**src/design/tcce_pkg.sv**
```systemverilog
// ----------------------------------------------------------------------------
// tcce_pkg - shared types and constants for the text console cursor engine
// Screen geometry, character codes, action and register codes, state
// encoding and the structs passed between the engine's modules.
// ----------------------------------------------------------------------------
package tcce_pkg;

	localparam int SCREEN_COLS = 80;
	localparam int SCREEN_ROWS = 25;
	localparam int CELL_COUNT  = SCREEN_COLS * SCREEN_ROWS;
	localparam int COPY_COUNT  = CELL_COUNT - SCREEN_COLS;

	localparam int COL_W  = $clog2(SCREEN_COLS);
	localparam int ROW_W  = $clog2(SCREEN_ROWS);
	localparam int ADDR_W = $clog2(CELL_COUNT);
	localparam int CELL_W = 16;

	localparam logic [7:0] CH_NEWLINE = 8'd10;
	localparam logic [7:0] CH_RETURN  = 8'd13;
	localparam logic [7:0] CH_TAB     = 8'd9;

	// space on light grey
	localparam logic [CELL_W-1:0] BLANK_CELL = 16'h0720;

	localparam logic [7:0] TEXT_COLOR_RST = 8'd7;
	localparam logic [6:0] TAB_STOP_RST   = 7'd4;

	localparam logic [2:0] ACT_PUT   = 3'd0;
	localparam logic [2:0] ACT_CLEAR = 3'd1;
	localparam logic [2:0] ACT_LEFT  = 3'd2;
	localparam logic [2:0] ACT_RIGHT = 3'd3;
	localparam logic [2:0] ACT_READ  = 3'd4;

	localparam logic REG_TEXT_COLOR = 1'b0;
	localparam logic REG_TAB_STOP   = 1'b1;

	typedef enum logic [3:0] {
		ST_INIT,
		ST_IDLE,
		ST_EXEC,
		ST_WRITE,
		ST_NEWLINE,
		ST_SCROLL,
		ST_CLEAR,
		ST_DIV,
		ST_MOVE,
		ST_RDWAIT,
		ST_DONE
	} state_t;

	typedef struct packed {
		logic [2:0]  action;
		logic [7:0]  char_code;
		logic [7:0]  move_amount;
		logic        wrap_enable;
		logic [10:0] cell_index;
	} cmd_t;

	typedef struct packed {
		logic [7:0] text_color;
		logic [6:0] tab_stop;
	} cfg_t;

	typedef struct packed {
		logic              we;
		logic [ADDR_W-1:0] waddr;
		logic [CELL_W-1:0] wdata;
		logic              re;
		logic [ADDR_W-1:0] raddr;
	} mem_req_t;

	typedef struct packed {
		logic [4:0]        cursor_row;
		logic [6:0]        cursor_col;
		logic [CELL_W-1:0] cell_value;
		logic              scrolled;
	} res_t;

endpackage

```
**src/design/tcce_core.sv**
```systemverilog
// ----------------------------------------------------------------------------
// tcce_core - cursor sequencer
// Small state machine that owns the cursor, walks the screen store for
// reset fill, clear and scroll, and runs an iterative subtract unit for
// the column/row split of wrapping moves.
// ----------------------------------------------------------------------------
module tcce_core (
	input  logic               clk,
	input  logic               arst_n,
	input  logic               cmd_valid,
	input  tcce_pkg::cmd_t     cmd,
	output logic               idle,
	input  tcce_pkg::cfg_t     cfg,
	output tcce_pkg::mem_req_t mem,
	input  logic [15:0]        rd_data,
	input  logic               res_free,
	output logic               res_load,
	output tcce_pkg::res_t     res
);

	import tcce_pkg::*;

	state_t state_q, state_d;

	logic [ROW_W-1:0]  row_q, row_d;
	logic [COL_W-1:0]  col_q, col_d;
	logic [ADDR_W-1:0] cnt_q, cnt_d;
	logic [ADDR_W-1:0] base_q, base_d;
	logic [7:0]        rem_q, rem_d;
	logic [7:0]        quo_q, quo_d;
	logic [CELL_W-1:0] cell_q, cell_d;
	logic              scr_q, scr_d;
	cmd_t              cmd_q, cmd_d;

	// write stage: every store write is registered and issued in the cycle after its decision
	logic              wr_vld_s1, wr_vld_d;
	logic [ADDR_W-1:0] wr_addr_s1, wr_addr_d;
	logic [CELL_W-1:0] wr_data_s1, wr_data_d;
	logic              wr_copy_s1, wr_copy_d;

	logic              rd_en;
	logic [ADDR_W-1:0] rd_addr;

	// tab
	logic [6:0] tab_t;
	logic [7:0] tab_sum;
	logic [7:0] tab_nc;

	// unwrapped moves
	logic [8:0] sat_sum;

	// wrapped moves
	logic       left_borrow;
	logic [7:0] up_cnt;
	logic [7:0] left_col;
	logic [7:0] right_sum;
	logic       right_carry;
	logic [7:0] down_cnt;
	logic [7:0] right_col;
	logic [7:0] row_ext;
	logic [7:0] row_down;

	assign tab_t   = (cfg.tab_stop == 7'd0) ? 7'd1 : cfg.tab_stop;
	assign tab_sum = 8'(col_q) + 8'(tab_t);
	assign tab_nc  = tab_sum & ~(8'(tab_t) - 8'd1);

	assign sat_sum = 9'(col_q) + 9'(cmd_q.move_amount);

	assign row_ext     = 8'(row_q);
	assign left_borrow = 8'(col_q) < rem_q;
	assign up_cnt      = quo_q + 8'(left_borrow);
	assign left_col    = left_borrow ? 8'(col_q) + 8'(SCREEN_COLS) - rem_q
	                                 : 8'(col_q) - rem_q;
	assign right_sum   = 8'(col_q) + rem_q;
	assign right_carry = right_sum >= 8'(SCREEN_COLS);
	assign down_cnt    = quo_q + 8'(right_carry);
	assign right_col   = right_carry ? right_sum - 8'(SCREEN_COLS) : right_sum;
	assign row_down    = row_ext + down_cnt;

	always_ff @(posedge clk or negedge arst_n) begin
		if (!arst_n) begin
			state_q   <= ST_INIT;
			row_q     <= '0;
			col_q     <= '0;
			cnt_q     <= '0;
			wr_vld_s1 <= 1'b0;
		end else begin
			state_q   <= state_d;
			row_q     <= row_d;
			col_q     <= col_d;
			cnt_q     <= cnt_d;
			wr_vld_s1 <= wr_vld_d;
		end
	end

	always_ff @(posedge clk) begin
		base_q     <= base_d;
		rem_q      <= rem_d;
		quo_q      <= quo_d;
		cell_q     <= cell_d;
		scr_q      <= scr_d;
		cmd_q      <= cmd_d;
		wr_addr_s1 <= wr_addr_d;
		wr_data_s1 <= wr_data_d;
		wr_copy_s1 <= wr_copy_d;
	end

	always_comb begin
		state_d   = state_q;
		row_d     = row_q;
		col_d     = col_q;
		cnt_d     = cnt_q;
		base_d    = base_q;
		rem_d     = rem_q;
		quo_d     = quo_q;
		cell_d    = cell_q;
		scr_d     = scr_q;
		cmd_d     = cmd_q;
		wr_vld_d  = 1'b0;
		wr_addr_d = cnt_q;
		wr_data_d = '0;
		wr_copy_d = 1'b0;
		rd_en     = 1'b0;
		rd_addr   = cnt_q;
		res_load  = 1'b0;

		unique case (state_q)
			ST_INIT, ST_CLEAR: begin
				wr_vld_d = 1'b1;
				if (cnt_q == ADDR_W'(CELL_COUNT - 1)) begin
					cnt_d = '0;
					if (state_q == ST_INIT) begin
						state_d = ST_IDLE;
					end else begin
						row_d   = '0;
						col_d   = '0;
						state_d = ST_DONE;
					end
				end else begin
					cnt_d = cnt_q + 1'b1;
				end
			end
			ST_IDLE: begin
				if (cmd_valid) begin
					cmd_d   = cmd;
					state_d = ST_EXEC;
				end
			end
			ST_EXEC: begin
				cell_d = '0;
				scr_d  = 1'b0;
				unique case (cmd_q.action)
					ACT_PUT: begin
						priority if (cmd_q.char_code == CH_NEWLINE) begin
							state_d = ST_NEWLINE;
						end else if (cmd_q.char_code == CH_RETURN) begin
							col_d   = '0;
							state_d = ST_DONE;
						end else if (cmd_q.char_code == CH_TAB) begin
							if (tab_nc >= 8'(SCREEN_COLS)) begin
								state_d = ST_NEWLINE;
							end else begin
								col_d   = COL_W'(tab_nc);
								state_d = ST_DONE;
							end
						end else begin
							base_d  = ADDR_W'(row_q) * ADDR_W'(SCREEN_COLS);
							state_d = ST_WRITE;
						end
					end
					ACT_CLEAR: begin
						cnt_d   = '0;
						state_d = ST_CLEAR;
					end
					ACT_LEFT, ACT_RIGHT: begin
						if (cmd_q.wrap_enable) begin
							rem_d   = cmd_q.move_amount;
							quo_d   = '0;
							state_d = ST_DIV;
						end else begin
							if (cmd_q.action == ACT_LEFT) begin
								col_d = (cmd_q.move_amount <= 8'(col_q))
								      ? COL_W'(8'(col_q) - cmd_q.move_amount) : '0;
							end else begin
								col_d = (sat_sum >= 9'(SCREEN_COLS))
								      ? COL_W'(SCREEN_COLS - 1) : COL_W'(sat_sum);
							end
							state_d = ST_DONE;
						end
					end
					ACT_READ: begin
						if (int'(cmd_q.cell_index) < CELL_COUNT) begin
							rd_en   = 1'b1;
							rd_addr = ADDR_W'(cmd_q.cell_index);
							state_d = ST_RDWAIT;
						end else begin
							state_d = ST_DONE;
						end
					end
					default: begin
						state_d = ST_DONE;
					end
				endcase
			end
			ST_WRITE: begin
				wr_vld_d  = 1'b1;
				wr_addr_d = base_q + ADDR_W'(col_q);
				wr_data_d = {cfg.text_color, cmd_q.char_code};
				if (col_q == COL_W'(SCREEN_COLS - 1)) begin
					state_d = ST_NEWLINE;
				end else begin
					col_d   = col_q + 1'b1;
					state_d = ST_DONE;
				end
			end
			ST_NEWLINE: begin
				col_d = '0;
				if (row_q == ROW_W'(SCREEN_ROWS - 1)) begin
					scr_d   = 1'b1;
					cnt_d   = '0;
					state_d = ST_SCROLL;
				end else begin
					row_d   = row_q + 1'b1;
					state_d = ST_DONE;
				end
			end
			ST_SCROLL: begin
				// read one row ahead, write back in the next cycle; bottom row gets blanks
				wr_vld_d = 1'b1;
				if (cnt_q < ADDR_W'(COPY_COUNT)) begin
					rd_en     = 1'b1;
					rd_addr   = cnt_q + ADDR_W'(SCREEN_COLS);
					wr_copy_d = 1'b1;
				end else begin
					wr_data_d = BLANK_CELL;
				end
				if (cnt_q == ADDR_W'(CELL_COUNT - 1)) begin
					cnt_d   = '0;
					state_d = ST_DONE;
				end else begin
					cnt_d = cnt_q + 1'b1;
				end
			end
			ST_DIV: begin
				// one subtract of the line width per cycle
				if (rem_q >= 8'(SCREEN_COLS)) begin
					rem_d = rem_q - 8'(SCREEN_COLS);
					quo_d = quo_q + 8'd1;
				end else begin
					state_d = ST_MOVE;
				end
			end
			ST_MOVE: begin
				if (cmd_q.action == ACT_LEFT) begin
					col_d = COL_W'(left_col);
					row_d = (up_cnt <= row_ext) ? ROW_W'(row_ext - up_cnt) : '0;
				end else begin
					col_d = COL_W'(right_col);
					row_d = (row_down >= 8'(SCREEN_ROWS))
					      ? ROW_W'(SCREEN_ROWS - 1) : ROW_W'(row_down);
				end
				state_d = ST_DONE;
			end
			ST_RDWAIT: begin
				cell_d  = rd_data;
				state_d = ST_DONE;
			end
			ST_DONE: begin
				if (res_free) begin
					res_load = 1'b1;
					state_d  = ST_IDLE;
				end
			end
			default: begin
				state_d = ST_IDLE;
			end
		endcase
	end

	assign idle = (state_q == ST_IDLE);

	assign mem.we    = wr_vld_s1;
	assign mem.waddr = wr_addr_s1;
	assign mem.wdata = wr_copy_s1 ? rd_data : wr_data_s1;
	assign mem.re    = rd_en;
	assign mem.raddr = rd_addr;

	assign res.cursor_row = 5'(row_q);
	assign res.cursor_col = 7'(col_q);
	assign res.cell_value = cell_q;
	assign res.scrolled   = scr_q;

endmodule

```
**config.mk**
```make
export PLATFORM = sky130hd
export DESIGN_NAME = tcce_core
export DESIGN_NICKNAME = d
export VERILOG_FILES = /design/src/design/tcce_pkg.sv /design/src/design/tcce_core.sv
export SDC_FILE = /design/constraint.sdc
export NUM_CORES = 1
export LEC_CHECK = 0
export BUFFER_PORTS_ARGS = -buffer_cell sky130_fd_sc_hd__buf_2
export CAP_MARGIN = 20
export CORE_UTILIZATION = 55
export CTS_CLUSTER_DIAMETER = 200
export CTS_CLUSTER_SIZE = 8
export DETAILED_ROUTE_END_ITERATION = 10
export GPL_TIMING_DRIVEN = 0
export PLACE_DENSITY = 0.77
export REMOVE_ABC_BUFFERS = 1
export SLEW_MARGIN = 20
export SYNTH_ARGS = -nofsm -noshare
export SYNTH_HDL_FRONTEND = slang
export SYNTH_SLANG_ARGS = --single-unit
```
**constraint.sdc**
```tcl
create_clock -name clk -period 8 [get_ports clk]
set_input_delay 0.8 -clock clk [delete_from_list [all_inputs] [get_ports clk]]
set_output_delay 0.8 -clock clk [all_outputs]
set_load 0.005 [all_outputs]
```
Word level (Yosys, flattened, before mapping)
Cells that the tools add are included.
- flip-flop bits (word level): 127
- latch bits: 0
- bits in writable memories: 0
- bits in read-only memories: 0
- input bits: 66
- output and inout bits: 71
- logic and storage cells: 184
- memories: 0
- add/subtract/negate cells: 20
- multiply operators: 1
- divide/modulo/power cells: 0
- order comparisons: 10
- eq/ne operators: 38
- shift-type cells: 0
- mux-type cells: 70
- bitwise gates (word level): 5
- reductions and logical operators: 22
- operators with widths (operator ; count):
    two-way mux 7 bit ; 15
    two-way mux 11 bit ; 8
    case mux 16 bit (2 select lines) ; 2
    two-way mux 4 bit ; 13
    two-way mux 8 bit ; 6
    case mux 4 bit (9 select lines) ; 1
    case mux 7 bit (5 select lines) ; 1
    case mux 11 bit (3 select lines) ; 1
    case mux 8 bit (2 select lines) ; 2
    two-way mux 5 bit ; 6
    equality test 8 x 4 -> 1 bit (second input constant) ; 3
    greater-or-equal comparator 8 x 7 -> 1 bit (second input constant) ; 3
    less-than comparator 11 bit (second input constant) ; 2
    inequality test 2 bit (second input constant) ; 11
    case mux 11 bit (2 select lines) ; 1
    subtractor 7 bit ; 3
    adder 8 x 1 -> 8 bit ; 2
    equality test 4 x 3 -> 1 bit (second input constant) ; 4
    two-way mux 16 bit ; 1
    case mux 4 bit (4 select lines) ; 1
    case mux 5 bit (3 select lines) ; 1
    case mux 7 bit (2 select lines) ; 1
    equality test 4 bit (second input constant) ; 3
    adder 11 x 1 -> 11 bit (second input constant) ; 1
    other kinds (52) ; 74

Longest topological paths before layout
- word-level depth: 12
- depth in mapped cells: 22
- gate-level depth less buffers: 22

Worst setup path before layout
No wires, ideal clock.
- kind: reg2reg
- start: register col_q[1]
- end: register row_q[0]
- setup time: 0.125 ns
- arrival time: 4.387 ns
- data required time: 7.875 ns
- path slack: 3.488 ns
- stages on the path, launching flop included: 22
- path buffers: 0
- clock period less this slack: 4.512 ns
- cell sequence: dfrtp_1 inv_1 fa_1 o21bai_1 a21oi_1 xnor2_1 inv_1 ha_1 nand3_1 o311ai_1 a21oi_1 fa_1 inv_1 fa_1 a21o_1 a21oi_1 nor2b_1 o21ai_0 a32oi_1 o2111ai_1 o31ai_1 mux2_2
- word-level cells in the longest chain between the ends: 8
- elaborated cells on any way between the ends: 13
- those cells by class: add/sub: 5; order compare: 4; mux: 4
- ends and longest elaborated chain (element ; line ; RTL):
    start, declared ; tcce_core.sv:26 ; logic [COL_W-1:0] col_q, col_d;
    start signal, assigned ; tcce_core.sv:90 ; col_q <= col_d;
    adder 7 x 8 -> 8 bit ; tcce_core.sv:74 ; assign right_sum = 8'(col_q) + rem_q;
    greater-or-equal comparator 8 x 7 -> 1 bit ; tcce_core.sv:75 ; assign right_carry = right_sum >= 8'(SCREEN_COLS);
    adder 8 x 1 -> 8 bit ; tcce_core.sv:76 ; assign down_cnt = quo_q + 8'(right_carry);
    adder 5 x 8 -> 8 bit ; tcce_core.sv:78 ; assign row_down = row_ext + down_cnt;
    greater-or-equal comparator 8 x 5 -> 1 bit ; tcce_core.sv:259 ; row_d = (row_down >= 8'(SCREEN_ROWS))
    two-way mux 5 bit ; tcce_core.sv:260 ; ? ROW_W'(SCREEN_ROWS - 1) : ROW_W'(row_down);
    two-way mux 5 bit * ; tcce_core.sv:254 ; if (cmd_q.action == ACT_LEFT) begin
    case mux 5 bit (3 select lines) * ; tcce_core.sv:127 ; unique case (state_q)
    end signal, assigned ; tcce_core.sv:89 ; row_q <= row_d;
    end, declared ; tcce_core.sv:25 ; logic [ROW_W-1:0] row_q, row_d;
Every way passes the cells marked *; elsewhere a longest branch is shown, timed or not.
A chain may end at the register's enable or synchronous reset.

Worst setup path in the final report
Ends and elaborated chain as after synthesis.

==> impl_metrics.py <==
metrics = {
    "worst_setup_path": {
        "worstSetupEndpoint": "row_q[0]",
        "crit_path_end_kind": "flop",
        "cp_data_arrival_time_ps": 5770,
        "r2r-end": "row_q[0]",
        "crit_path_start_kind": "flop",
        "reg2reg_from": "col_q[1]",
        "worst-setup-path-type": "reg2reg",
        "cp_max_fo": 14,
        "cp_data_required_time_ps": 8370,
        "worstSetupStartpoint": "col_q[1]",
        "r2r_slack_ps": 2590,
        "r2r_cells": 20,
    },
    "finish": {
        "layout.nets": 1261,
        "drive_above_1_share": 0.195,
        "area_delta_synth_final_pct": 14.7,
        "diodes": 0,
    },
    "cts": {
        "cts_buffer_depth": 2,
        "cts-root-buf": "clkbuf_16",
        "path_clk_slew_ps": 60,
        "cts_tree": "done",
        "htreeDepth": 4,
        "clock_latency_ps": 430,
        "post-cts-setup-buffers": 0,
        "hold_buffers": 0,
        "clock_sinks": 127,
        "cts_resized": 0,
        "cts-buffers-inserted": 17,
    },
    "yosys": {
        "synth.most_common_cell": "nand2_1",
        "ys.flop_type": "edfxtp_1",
        "synth_top_area_share": 0.231,
        "synth_common_cells": "84 x nand2_1, 81 x ha_1, 81 x o21ai_0",
        "synth_area_per_cell_sq_um": 9.31,
        "synth.area.top_cells": "edfxtp_1 23%, ha_1 11%, dfrtp_1 7.6%",
        "ys_seq_area_frac": 0.367,
        "syn_area_sq_um": 9240,
        "synth_top_area_cell": "edfxtp_1",
        "synth_cell_types": 85,
        "yosysWarningCount": 0,
        "syn_inst": 992,
        "synthArstFlopShare": 0.220,
        "synth_enable_flop_cells": 71,
        "synth_seq_cells": 127,
    },
    "sta": {
        "fin_setup_tns_ps": 0,
        "rsz0062_at_grt": "no",
        "maxSlewHeadroom": 0.277,
        "hold_viol_final": 0,
        "maxSlewViolCount": 0,
        "worstMarginPinSlew_ps": 1080,
        "timing.hold.ws_ps": 402,
        "max_freq_ghz": 0.185,
        "finClkSkew_ps": 10.7,
        "fin_ws_ps": 2590,
        "setup_viol": 0,
        "fin_crit_sh": 0.676,
        "period_needed_ps": 5410,
    },
    "job": {
        "cap_viol_max_count": 0,
    },
    "die": {
        "start_util": 0.561,
        "pin_count": 137,
        "dieArea_sq_um": 17300,
        "die_w_um": 132,
        "core_sq_um": 16500,
        "fp-row-count": 47,
        "die_h_um": 132,
    },
    "route": {
        "drt_iter0_markers": 600,
        "via_per_inst": 5.87,
        "wl_um": 23300,
        "ant_nets": 0,
        "post_drt_wl_per_cell_um": 17.5,
        "vias": 7822,
        "firstDrtPassIters": 5,
        "drc_errors": 0,
    },
    "placement": {
        "post-place-ws_ps": 2710,
        "io_buffers": 136,
        "place.gp.congestion": 0.895,
        "dp_hpwl_um": 17300,
    },
    "global_routing": {
        "overflow": 0,
        "antenna_found_initial": 0,
        "grt_pass1_vias": 7284,
        "grt_usage": 0.272,
        "grt_max_degree": 29,
        "grt_pass1_wl_um": 37000,
    },
    "power": {
        "power_density_nw_per_um2": 336,
        "finalPower_w": 0.00356,
        "power.leakage_nw": 4.71,
        "ir_drop_v": 0.000185,
    },
    "worst_hold_path": {
        "hold_class": "in2async",
    },
    "status": {
        "status": "finished clean",
    },
}
## cell families after synthesis
| kind of cell | count (synthesis) | synth area share |
|---|---|---|
| compound gates | 260 | 0.189 |
| xor+xnor | 55 | 0.0522 |
| fa+ha+maj | 95 | 0.140 |
| buf+inv | 119 | 0.0519 |
| flops | 127 | 0.367 |
| mux | 26 | 0.0309 |
| simple gates | 310 | 0.168 |
## per-stage QoR
step / std cells / instance area (sq um) / utilization
3_5_place_dp: 1301 / 10000 / 0.609
2_1_floorplan: 942 / 9020 / -
5_1_grt: 1333 / 10600 / 0.644
3_3_place_gp: 1298 / 9970 / 0.606
4_1_cts: 1333 / 10600 / 0.644
6_report: 1333 / 10600 / 0.644
## cell usage in the layout (no fill, tap or decap), types with 9 or more instances in the layout
cell type and instances:
a21oi_1 47, and2_1 14, inv_1 68, nand3_1 25, o21ai_0 80, ha_1 81
nand2b_1 13, xor2_1 21, and3_1 35, a31oi_1 18, o31ai_1 9, a21o_1 16
edfxtp_1 71, fa_1 14, dfrtp_1 28, mux2_2 20, buf_2 137, nor2_1 62
xnor2_1 34, nor3_1 20, dfxtp_1 28, nand2_1 84, nor2b_1 15, clkbuf_16 17
## flip-flops by register name, indices dropped and copies added, names as in the netlist
name        cells
cmd_q          31
cell_q         16
wr_data_s1     16
cnt_q          11
wr_addr_s1     11
quo_q           8
rem_q           8
base_q          7
col_q           7
row_q           5
state_q         4
scr_q           1
wr_copy_s1      1
wr_vld_s1       1
## worst max-delay path: stages (launching register included)
cell and delay (ps):
dfrtp_1 830, inv_1 220, fa_1 560, o21bai_1 180, a21oi_1 140, xnor2_1 460, inv_1 90, ha_1 200
nand3_1 100, o311ai_1 90, a21oi_1 290, fa_1 220, inv_1 60, fa_1 400, a21o_1 180, a21oi_1 220
xnor2_1 120, a32oi_1 200, o2111ai_1 250, o31ai_1 330, mux2_2 200
## metal layers
| layer | GRT usage | up-vias | wire [um] |
|---|---|---|---|
| met5 | 0 | - | 0 |
| met1 | 0.349 | 3666 | 10100 |
| li1 | - | 3802 | - |
| met2 | 0.455 | 307 | 11100 |
| met3 | 0.0498 | 47 | 1650 |
| met4 | 0.106 | 0 | 557 |
## worst min-delay path by stage
stage / startpoint / cells after the start / end
floorplan: cmd_q[23] / 1 / wr_data_s1[3]
global placement: cmd_q[23] / 1 / wr_data_s1[3]
detailed placement: cmd_q[23] / 1 / wr_data_s1[3]
CTS: arst_n / 1 / cnt_q[10]
global route: arst_n / 1 / cnt_q[4]
finish: arst_n / 1 / cnt_q[10]
## layout make-up
type | count | area [sq um]
clock inverter | 15 | 140
multi-input combinational | 746 | 5390
tap | 220 | 275
timing repair buffer | 139 | 717
fill | 1408 | 5870
clock buffer | 17 | 425
inverter | 69 | 259
sequential | 127 | 3390
## power breakdown
group          switching [W]  total [W]  internal [W]
sequential          0.000218    0.00111      0.000888
combinational       0.000989    0.00171      0.000718
clock               0.000338   0.000749      0.000411
total                0.00154    0.00356       0.00202
(Power assumes the default switching activity.)
